===== src/hw/rtl/running_top_k_minimum_core_macros.svh =====
// ---------------------------------------------------------------------------
// Assertion macros for the running top-k minimum core
// Shared property forms, clocked on clk and disabled while rst_n is low.
// ---------------------------------------------------------------------------
`ifndef RUNNING_TOP_K_MINIMUM_CORE_MACROS_SVH
`define RUNNING_TOP_K_MINIMUM_CORE_MACROS_SVH

// The consequent must hold in the same cycle as the antecedent.
`define RTKM_ASSERT_SAME(label, ante, cons, msg) \
    label: assert property (@(posedge clk) disable iff (!rst_n) (ante) |-> (cons)) \
        else $error(msg);

// The consequent must hold in the cycle after the antecedent.
`define RTKM_ASSERT_NEXT(label, ante, cons, msg) \
    label: assert property (@(posedge clk) disable iff (!rst_n) (ante) |=> (cons)) \
        else $error(msg);

`endif


===== src/hw/rtl/rtkm_pkg.sv =====
// ---------------------------------------------------------------------------
// rtkm_pkg
// Widths, register codes, the step control struct and the limit helper.
// ---------------------------------------------------------------------------
`timescale 1ns / 1ps

package rtkm_pkg;

    localparam int MAX_KEPT     = 16;
    localparam int SCORE_BITS   = 16;
    localparam int LIMIT_BITS   = 5;
    localparam int COUNT_BITS   = $clog2(MAX_KEPT + 1);
    localparam int GROW_BITS    = COUNT_BITS + 1;
    localparam int IDX_BITS     = (MAX_KEPT > 1) ? $clog2(MAX_KEPT) : 1;
    localparam int APB_DATA     = 32;
    localparam int PADDR_BITS   = 3;
    localparam int REG_IDX_BITS = 1;

    localparam logic [REG_IDX_BITS-1:0] REG_KEEP_LIMIT = 1'b0;
    localparam logic [LIMIT_BITS-1:0]   KEEP_LIMIT_RESET = 5'd16;

    // Control for one insert step.
    typedef struct packed {
        logic fire;
        logic start;
    } rtkm_step_t;

    // A limit of zero acts as one; a limit above the capacity saturates.
    function automatic logic [COUNT_BITS-1:0] eff_limit(input logic [LIMIT_BITS-1:0] limit);
        int k;
        k = int'(limit);
        if (k == 0) begin
            k = 1;
        end
        if (k > MAX_KEPT) begin
            k = MAX_KEPT;
        end
        return COUNT_BITS'(k);
    endfunction

endpackage


===== src/hw/rtl/running_top_k_minimum_core.sv =====
// A score accepted into the input register is inserted, and its result loaded into the
// result register, once that register is free or being emptied.
// Throughput: one score per cycle while the result channel does not stall, set by the
// compare-and-shift insert over the sixteen kept-score registers.
// Reset clears the kept count, both valid flags and sets keep_limit to 16.
// ---------------------------------------------------------------------------
// running_top_k_minimum_core
// Streaming top-k selection reporting the k-th largest score seen so far.
// ---------------------------------------------------------------------------
`timescale 1ns / 1ps

`include "running_top_k_minimum_core_macros.svh"

module running_top_k_minimum_core
    import rtkm_pkg::*;
(
    input  logic                  clk,
    input  logic                  rst_n,
    // Input channel
    input  logic                  item_valid,
    output logic                  item_stall,
    input  logic [SCORE_BITS-1:0] score,
    input  logic                  start_req,
    // Result channel
    output logic                  result_valid,
    input  logic                  result_stall,
    output logic [SCORE_BITS-1:0] kth_largest,
    // Configuration port
    input  logic                  psel,
    input  logic                  penable,
    input  logic                  pwrite,
    input  logic [PADDR_BITS-1:0] paddr,
    input  logic [APB_DATA-1:0]   pwdata,
    output logic [APB_DATA-1:0]   prdata,
    output logic                  pready
);

    // The design is a two-register pipeline. The input register holds one
    // accepted score; the insert logic reads it together with the kept-score
    // registers and, when the result register is free or being emptied in the
    // same cycle, updates the kept scores and loads the result register in
    // one step. The result register decouples the two sides, so a new score
    // can enter an empty input register while a finished result still waits downstream.

    logic                  s1_valid_reg;
    logic                  s1_valid_next;
    logic [SCORE_BITS-1:0] score_reg;
    logic                  start_reg;
    logic                  result_valid_reg;
    logic                  result_valid_next;
    logic [SCORE_BITS-1:0] kth_reg;
    logic                  accept;
    logic                  advance;
    rtkm_step_t            step;
    logic [SCORE_BITS-1:0] min_next;
    logic [COUNT_BITS-1:0] kept_count;
    logic [LIMIT_BITS-1:0] keep_limit;
    logic [COUNT_BITS-1:0] limit_now;

    // The held item moves on whenever the result register can take it.
    assign advance    = s1_valid_reg && (!result_valid_reg || !result_stall);
    assign item_stall = s1_valid_reg && !advance;
    assign accept     = item_valid && !item_stall;

    assign step.fire  = advance;
    assign step.start = start_reg;

    // The limit in force, as the insert logic sees it.
    assign limit_now  = eff_limit(keep_limit);

    always_comb
    begin
        s1_valid_next = s1_valid_reg;
        if (accept)
        begin
            s1_valid_next = 1'b1;
        end
        else if (advance)
        begin
            s1_valid_next = 1'b0;
        end

        result_valid_next = result_valid_reg && result_stall;
        if (advance)
        begin
            result_valid_next = 1'b1;
        end
    end

    always_ff @(posedge clk or negedge rst_n)
    begin
        if (!rst_n)
        begin
            s1_valid_reg     <= 1'b0;
            result_valid_reg <= 1'b0;
        end
        else
        begin
            s1_valid_reg     <= s1_valid_next;
            result_valid_reg <= result_valid_next;
        end
    end

    // Payload registers carry no reset.
    always_ff @(posedge clk)
    begin
        if (accept)
        begin
            score_reg <= score;
            start_reg <= start_req;
        end
        if (advance)
        begin
            kth_reg <= min_next;
        end
    end

    rtkm_apb_regs u_regs (
        .clk        (clk),
        .rst_n      (rst_n),
        .psel       (psel),
        .penable    (penable),
        .pwrite     (pwrite),
        .paddr      (paddr),
        .pwdata     (pwdata),
        .prdata     (prdata),
        .pready     (pready),
        .keep_limit (keep_limit)
    );

    rtkm_sorted_array u_array (
        .clk        (clk),
        .rst_n      (rst_n),
        .step       (step),
        .score      (score_reg),
        .keep_limit (keep_limit),
        .min_next   (min_next),
        .kept_count (kept_count)
    );

    assign result_valid = result_valid_reg;
    assign kth_largest  = kth_reg;

    // A stall towards the source only ever comes from a held item.
    `RTKM_ASSERT_SAME(a_stall_needs_item, item_stall, s1_valid_reg, "stall without a held item")
    // Every delivered result comes from a non-empty kept set.
    `RTKM_ASSERT_SAME(a_result_has_kept, result_valid_reg, kept_count != '0, "result with empty set")
    // After a step the kept set never exceeds the limit in force.
    `RTKM_ASSERT_NEXT(a_count_limit, advance, kept_count <= $past(limit_now), "count over limit")

endmodule


===== src/hw/rtl/rtkm_apb_regs.sv =====
// ---------------------------------------------------------------------------
// rtkm_apb_regs
// Configuration register file behind a simple APB-style port.
// ---------------------------------------------------------------------------
`timescale 1ns / 1ps

module rtkm_apb_regs
    import rtkm_pkg::*;
(
    input  logic                  clk,
    input  logic                  rst_n,
    input  logic                  psel,
    input  logic                  penable,
    input  logic                  pwrite,
    input  logic [PADDR_BITS-1:0] paddr,
    input  logic [APB_DATA-1:0]   pwdata,
    output logic [APB_DATA-1:0]   prdata,
    output logic                  pready,
    output logic [LIMIT_BITS-1:0] keep_limit
);

    logic [LIMIT_BITS-1:0]   keep_limit_reg;
    logic [LIMIT_BITS-1:0]   keep_limit_next;
    logic [REG_IDX_BITS-1:0] reg_idx;
    logic                    wr_en;

    assign pready  = 1'b1;
    assign reg_idx = paddr[PADDR_BITS-1:PADDR_BITS-REG_IDX_BITS];
    assign wr_en   = psel && penable && pwrite && pready;

    always_comb
    begin
        keep_limit_next = keep_limit_reg;
        prdata          = '0;
        unique case (reg_idx)
            REG_KEEP_LIMIT:
            begin
                prdata = APB_DATA'(keep_limit_reg);
                if (wr_en)
                begin
                    keep_limit_next = pwdata[LIMIT_BITS-1:0];
                end
            end
            default:
            begin
                prdata = '0;
            end
        endcase
    end

    always_ff @(posedge clk or negedge rst_n)
    begin
        if (!rst_n)
        begin
            keep_limit_reg <= KEEP_LIMIT_RESET;
        end
        else
        begin
            keep_limit_reg <= keep_limit_next;
        end
    end

    assign keep_limit = keep_limit_reg;

endmodule


===== src/hw/rtl/rtkm_sorted_array.sv =====
// ---------------------------------------------------------------------------
// rtkm_sorted_array
// Kept scores in descending order with a parallel compare-and-shift insert.
// ---------------------------------------------------------------------------
`timescale 1ns / 1ps

module rtkm_sorted_array
    import rtkm_pkg::*;
(
    input  logic                  clk,
    input  logic                  rst_n,
    input  rtkm_step_t            step,
    input  logic [SCORE_BITS-1:0] score,
    input  logic [LIMIT_BITS-1:0] keep_limit,
    output logic [SCORE_BITS-1:0] min_next,
    output logic [COUNT_BITS-1:0] kept_count
);

    logic [SCORE_BITS-1:0] kept_reg  [MAX_KEPT];
    logic [SCORE_BITS-1:0] kept_next [MAX_KEPT];
    logic [COUNT_BITS-1:0] count_reg;
    logic [COUNT_BITS-1:0] count_next;
    logic [COUNT_BITS-1:0] count_base;
    logic [COUNT_BITS-1:0] limit_eff;
    logic [GROW_BITS-1:0]  count_grown;
    logic [MAX_KEPT-1:0]   stay;
    logic [IDX_BITS-1:0]   rd_idx;

    assign limit_eff = eff_limit(keep_limit);

    // Entries that stay in place are the valid ones not below the new score;
    // they form a prefix because the array is sorted largest first.
    always_comb
    begin
        for (int i = 0; i < MAX_KEPT; i++)
        begin
            stay[i] = !step.start && (COUNT_BITS'(i) < count_reg) && (kept_reg[i] >= score);
        end
        kept_next[0] = stay[0] ? kept_reg[0] : score;
        for (int i = 1; i < MAX_KEPT; i++)
        begin
            if (stay[i])
            begin
                kept_next[i] = kept_reg[i];
            end
            else if (stay[i-1])
            begin
                kept_next[i] = score;
            end
            else
            begin
                kept_next[i] = kept_reg[i-1];
            end
        end
    end

    // Dropping the smallest entries is just a shorter count.
    always_comb
    begin
        count_base  = step.start ? '0 : count_reg;
        count_grown = GROW_BITS'(count_base) + GROW_BITS'(1);
        if (count_grown > GROW_BITS'(limit_eff))
        begin
            count_next = limit_eff;
        end
        else
        begin
            count_next = count_grown[COUNT_BITS-1:0];
        end
        rd_idx   = IDX_BITS'(count_next - COUNT_BITS'(1));
        min_next = kept_next[rd_idx];
    end

    always_ff @(posedge clk or negedge rst_n)
    begin
        if (!rst_n)
        begin
            count_reg <= '0;
        end
        else if (step.fire)
        begin
            count_reg <= count_next;
        end
    end

    always_ff @(posedge clk)
    begin
        if (step.fire)
        begin
            for (int i = 0; i < MAX_KEPT; i++)
            begin
                kept_reg[i] <= kept_next[i];
            end
        end
    end

    assign kept_count = count_reg;

endmodule

===== config.mk =====
export PLATFORM = sky130hd
export DESIGN_NAME = running_top_k_minimum_core
export DESIGN_NICKNAME = d
export VERILOG_FILES = /design/src/hw/rtl/rtkm_pkg.sv /design/src/hw/rtl/running_top_k_minimum_core.sv /design/src/hw/rtl/rtkm_apb_regs.sv /design/src/hw/rtl/rtkm_sorted_array.sv
export VERILOG_INCLUDE_DIRS = /design/src /design/src/hw/rtl
export SDC_FILE = /design/constraint.sdc
export NUM_CORES = 1
export LEC_CHECK = 0
export ABC_AREA = 1
export ABC_CLOCK_PERIOD_IN_PS = 20200
export BUFFER_PORTS_ARGS = -buffer_cell sky130_fd_sc_hd__clkbuf_2
export CORE_MARGIN = 5
export CORE_UTILIZATION = 45
export DETAILED_ROUTE_END_ITERATION = 16
export GPL_TIMING_DRIVEN = 0
export SYNTH_ARGS = -nofsm -noshare
export SYNTH_HDL_FRONTEND = slang
export SYNTH_SLANG_ARGS = --single-unit

===== constraint.sdc =====
create_clock -name clk -period 20.2 [get_ports clk]
set_input_delay 3.03 -clock clk [delete_from_list [all_inputs] [get_ports clk]]
set_output_delay 3.03 -clock clk [all_outputs]
set_load 0.02 [all_outputs]

# [Yosys cells after proc, flatten, opt, wreduce, memory -nomap -nowiden]
# Memory sizes are Yosys's and may differ from the RTL's.
# Index checks and enable logic that the tools add are counted.
[word_totals] register_bits=45 mem_bits_rw=256 inputBits=59 out_inout_bits=51 word_cells=138 memories=1
[mem_list] name="u_array.kept_reg" words=16 word_bits=16 rd=16 rd_clocked_by_memory_dff=0 write_ports=16 line="rtkm_sorted_array.sv:19" rtl="logic [SCORE_BITS-1:0] kept_reg [MAX_KEPT];"
[op_classes] add_sub_neg=2 n_lt_le_gt_ge=35 mux=44 n_bitwise=2 reduce_logical=47
[op_table] operator="16-bit 2-to-1 mux" n=33
[op_table] operator="16-bit >= comparator" n=16
[op_table] operator="16-bit binary-select mux with 4-bit select" n=1
[op_table] operator="4-bit by 5-bit less-than comparator with 1-bit output, first input constant" n=8
[op_table] operator="1-bit logical AND" n=38
[op_table] operator="5-bit 2-to-1 mux" n=5
[op_table] operator="3-bit by 5-bit less-than comparator with 1-bit output, first input constant" n=4
[op_table] operator="1-bit by 5-bit less-than comparator with 1-bit output, first input constant" n=2
[op_table] operator="2-bit by 5-bit less-than comparator with 1-bit output, first input constant" n=2
[op_table] operator="5-bit by 1-bit adder with 6-bit output, second input constant" n=1
[op_table] operator="6-bit by 5-bit greater-than comparator with 1-bit output" n=1
[op_table] operator="5-bit >= comparator, second input constant" n=1
[op_table] operator="5-bit greater-than comparator, second input constant" n=1
[op_table] operator="1-bit zero test" n=5
[op_table] operator="5-bit zero test" n=1
[op_table] operator="1-bit 2-to-1 mux" n=5
[op_table] operator="4-bit inverter with 5-bit output" n=1
[op_table] operator="4-bit by 1-bit subtractor with 4-bit output, second input constant" n=1
[op_table] operator="2-bit AND reduction" n=1
[op_table] operator="2-bit nonzero test" n=1
[op_table] operator="1-bit logical OR" n=1
[op_table] operator="1-bit inverter" n=1

# [Longest topological paths before layout]
[logic_depth] word_depth=11 ltp_mapped=28 ltp_nobuf=24

# [Cells and area by module]
# From an unflattened synthesis, not the netlist that was laid out.
[unflattened] cells_unflattened=3563 area_unflattened_um2=25552.0
[modules_own_cells] mod="rtkm_sorted_array" n_inst=1 cells_per_inst=3453 area_each_um2=23988.0
[modules_own_cells] mod="running_top_k_minimum_core" n_inst=1 cells_per_inst=45 area_each_um2=1086.0
[modules_own_cells] mod="rtkm_apb_regs" n_inst=1 cells_per_inst=65 area_each_um2=478.0

# [Worst setup path before layout]
# OpenSTA, ideal clock, no wires.
[synth_path] path_type="input-to-reg" startpoint="input port result_stall" endpoint="register u_array.count_reg[4] (netlist: u_array.kept_count[4])" setup_time_ps=182 arrival_time_ps=9023 t_required_ps=20018 slack_ps=10996 path_stages=5 n_path_buf=0 path_cell_list="nand2_1 > nand2_1 > inv_1 > o211ai_1 > o21ai_0"
[synth_between] elab_chain_len=3
[synth_rtl] element="start: declaration" line="running_top_k_minimum_core.sv:26" rtl="input logic result_stall,"
[synth_rtl] element="1-bit zero test" line="running_top_k_minimum_core.sv:61" rtl="assign advance = s1_valid_reg && (!result_valid_reg || !result_stall);"
[synth_rtl] element="1-bit logical OR" line="running_top_k_minimum_core.sv:61"
[synth_rtl] element="1-bit logical AND" line="running_top_k_minimum_core.sv:61"
[synth_rtl] element="net advance" line="running_top_k_minimum_core.sv:53" rtl="logic advance;"
[synth_rtl] element="end signal: assignment" line="rtkm_sorted_array.sv:82" rtl="count_reg <= count_next;"
[synth_rtl] element="end: declaration" line="rtkm_sorted_array.sv:21" rtl="logic [COUNT_BITS-1:0] count_reg;"
# The timed path passes the listed nets, and every way through them passes these cells.
# A chain may end at the register's enable or synchronous reset.

# [Final worst setup path]
[layout_path] startpoint="input port result_stall" endpoint="output port item_stall"
[layout_between] elab_chain_len=5
[layout_rtl] element="1-bit zero test" line="running_top_k_minimum_core.sv:61"
[layout_rtl] element="1-bit logical OR" line="running_top_k_minimum_core.sv:61"
[layout_rtl] element="1-bit logical AND" line="running_top_k_minimum_core.sv:61"
[layout_rtl] element="1-bit zero test" line="running_top_k_minimum_core.sv:62" rtl="assign item_stall = s1_valid_reg && !advance;"
[layout_rtl] element="1-bit logical AND" line="running_top_k_minimum_core.sv:62"
[layout_rtl] element="end: declaration" line="running_top_k_minimum_core.sv:21" rtl="output logic item_stall,"
# Every way passes these cells.

==> flow_summary.toml <==
[synth]
synth_mux_area_share_pct = 0
syn_inst = 3565
synth_top_family_by_area = "simple AND/OR/NAND/NOR gates"
synth.area.top_cells = "edfxtp_1 34%, nand3_1 19%, nand2_1 16%"
synth_simple_gate_area_share_pct = 37.6
synth_area_per_cell_um2 = 7.16
yosys.area.top_type = "edfxtp_1"
yosysWarnings = 0
ys_types = 46
post_synth_fa_ha_maj_area_fraction_pct = 12.9
ys_seq_elements = 301
ys_seq_area_share_pct = 35.2
syn_area_um2 = 25500
synth_compound_area_share_pct = 4.32
synth_top_area_share_pct = 34.0
synth-xor-area-share_pct = 0.240

[cells_and_area]
finalNetCount = 4025
largest_reg_flops = 256
n_antenna_cell = 0
layout_common_cells = "1095 x nand2_1, 972 x nand3_1, 382 x inv_1"
drive_above_1_share_pct = 7.61
ff_latch_area_um2 = 8980
synthToLayoutAreaGrowth_pct = 12.2
multi_input_comb_area_um2 = 14200
fill_cells = 5718
final_common_cell = "nand2_1"

[timing]
rsz0062_at_grt = "no"
period_needed_ns = 6.52
hold_viol_final = 0
skew_ns = 0.0340
setup_viol = 0
fin_setup_tns_ns = 0
tightest_slew_ns = 1.41
fin_crit_sh_pct = 32.3
max_clock_freq_ghz = 0.153
slew_viol_final = 0
slew_headroom_pct = 6.06

[cts]
cts_root_buf = "clkbuf_16"
clockBufferDepth = 3
cts_max_level = 2
cts_buffers = 39
cts_resized = 0
cts.sinks = 301
hold_buffers = 0
clk_pin_slew_worst_paths_ns = 0.06
insertion_delay_ns = 0.59
cts_tree = "built"
post_cts_buffers = 0

[floorplan]
num_rows = 87
chipWidth_um = 248
fp.coreArea_um2 = 56300
die_y_um = 248
start_util_pct = 45.3
pin_count = 110
fp.dieArea_um2 = 61600

[setup_path]
cp.arrival_ns = 3.49
regToRegStartpoint = "u_array.kept_count[1]$_DFFE_PN0P_"
critPathLaunch = "result_stall"
critical-path-max-stage-delay_ns = 0.19
cp-endpoint = "item_stall"
cp-end-kind = "output pin"
path_cells = "clkbuf_2, nand2_1, nor2_1, clkbuf_2"
r2r_cells = 24
r2r_slack_ns = 13.79
worst-setup-path-type = "in -> out"
worst_path_most_repeated_cell = "clkbuf_2"
cp_slowest_cell = "clkbuf_2"
cp-start-kind = "input port"
required_ns = 17.17
crit_fanout = 3
rr_endpoint = "kth_largest[7]$_DFFE_PP_"

[grt]
grtUsageMet1_pct = 43.2
antenna_found_initial = 0
grt_pass1_wl_um = 145000
busiest_layer = "met2"
grt_pass1_vias = 23200
grt-ovfl-total = 0
grt_usage_pct = 31.3
grt_max_degree = 126
grt_use_met3_pct = 4.38
use_met2_pct = 49.1

[job]
maxCapViolCount = 0

[hold_path]
holdPathStages = 2
hold_path_class = "reg -> reg"

[drt]
via_per_inst = 5.72
ant_nets = 0
drt-initial-drc-count = 3036
drt_first_pass_iters = 6
wl_per_cell_um = 22.0
drc = 0
via_count = 25700
wl_um = 98700

[status]
status = "completed"

[pwr]
power_density_nw_per_um2 = 190
leakage_nw = 14.4
fin_total_pwr_w = 0.00544
vdd_ir_drop_max_uv = 140

[placement]
place_congestion = 0.966
dpl.hpwl_um = 74100
portBuffers = 52
==> per-layer routing <==
metal	vias up	part of all wire, %
met5	-	0
met4	0	5.9
met3	265	8.7
met2	1316	44
met1	11900	42
li1	12200	-
==> final cells by class <==
cell class / instances / area share (%)
repair buffers: 71 / 2.58
flip-flops and latches: 301 / 31.4
multi-input cells: 2686 / 49.5
well taps: 756 / 3.30
plain buffers: 189 / 3.25
inverters: 415 / 5.47
clock inverters: 24 / 0.926
clock buffers: 47 / 3.66
==> report_power, final <==
group	internal, W	switching [W]
Combinational	0.000951	0.00258
Clock	0.000435	0.000303
Sequential	0.00101	0.000158
Total	0.00240	0.00304
==> critical path, delay by kind of cell <==
kind / cells / cell delay [ns]
buffers and inverters: 2 / 0.26
AND/OR/NAND/NOR: 2 / 0.20
==> synth_stat cells, drive strengths merged <==
master,number
a21boi,4
a21o,9
a21oi,126
a31oi,3
and2,4
buf,97
clkbuf,92
clkinv,10
conb,2
dfrtp,11
dfstp,1
edfxtp,289
ha,263
inv,405
nand2,1105
nand3,973
nand4,19
nor2,85
nor3,8
nor3b,1
nor4,1
o211ai,1
o21a,3
o21ai,37
o21bai,10
o22ai,1
o31ai,1
xor2,4
==> worst min-delay path by stage <==
stage / to / slack (ns) / from
5_1_grt: result_valid$_DFF_PN0_ / 0.51 / s1_valid_reg$_DFFE_PN0P_
4_1_cts: result_valid$_DFF_PN0_ / 0.49 / s1_valid_reg$_DFFE_PN0P_
3_5_place_dp: result_valid$_DFF_PN0_ / 0.49 / s1_valid_reg$_DFFE_PN0P_
3_3_place_gp: result_valid$_DFF_PN0_ / 0.46 / s1_valid_reg$_DFFE_PN0P_
6_report: result_valid$_DFF_PN0_ / 0.49 / s1_valid_reg$_DFFE_PN0P_
2_1_floorplan: result_valid$_DFF_PN0_ / 0.45 / s1_valid_reg$_DFFE_PN0P_
==> per-stage QoR <==
stage / hold WS (ns) / util [%] / cells / instance area, µm² / worst slack (ns)
floorplan: 0.448 / - / 3591 / 25600 / 11.00
global placement: 0.460 / 47.7 / 4399 / 26800 / 7.45
detailed placement: 0.490 / 48.6 / 4418 / 27300 / 13.68
CTS: 0.492 / 50.9 / 4489 / 28600 / 13.67
global route: 0.515 / 50.9 / 4489 / 28600 / 13.57
finish: 0.488 / 50.9 / 4489 / 28600 / 13.68
==> logic make-up after synthesis <==
| family | count (synthesis) |
|---|---|
| XOR/XNOR | 4 |
| flip-flops | 301 |
| other | 2 |
| AND/OR/NAND/NOR | 2196 |
| adder cells (fa/ha/maj) | 263 |
| buffers and inverters | 604 |
| AO/OA/AOI/OAI | 195 |
Note: power is estimated with default switching activity, not from simulation.
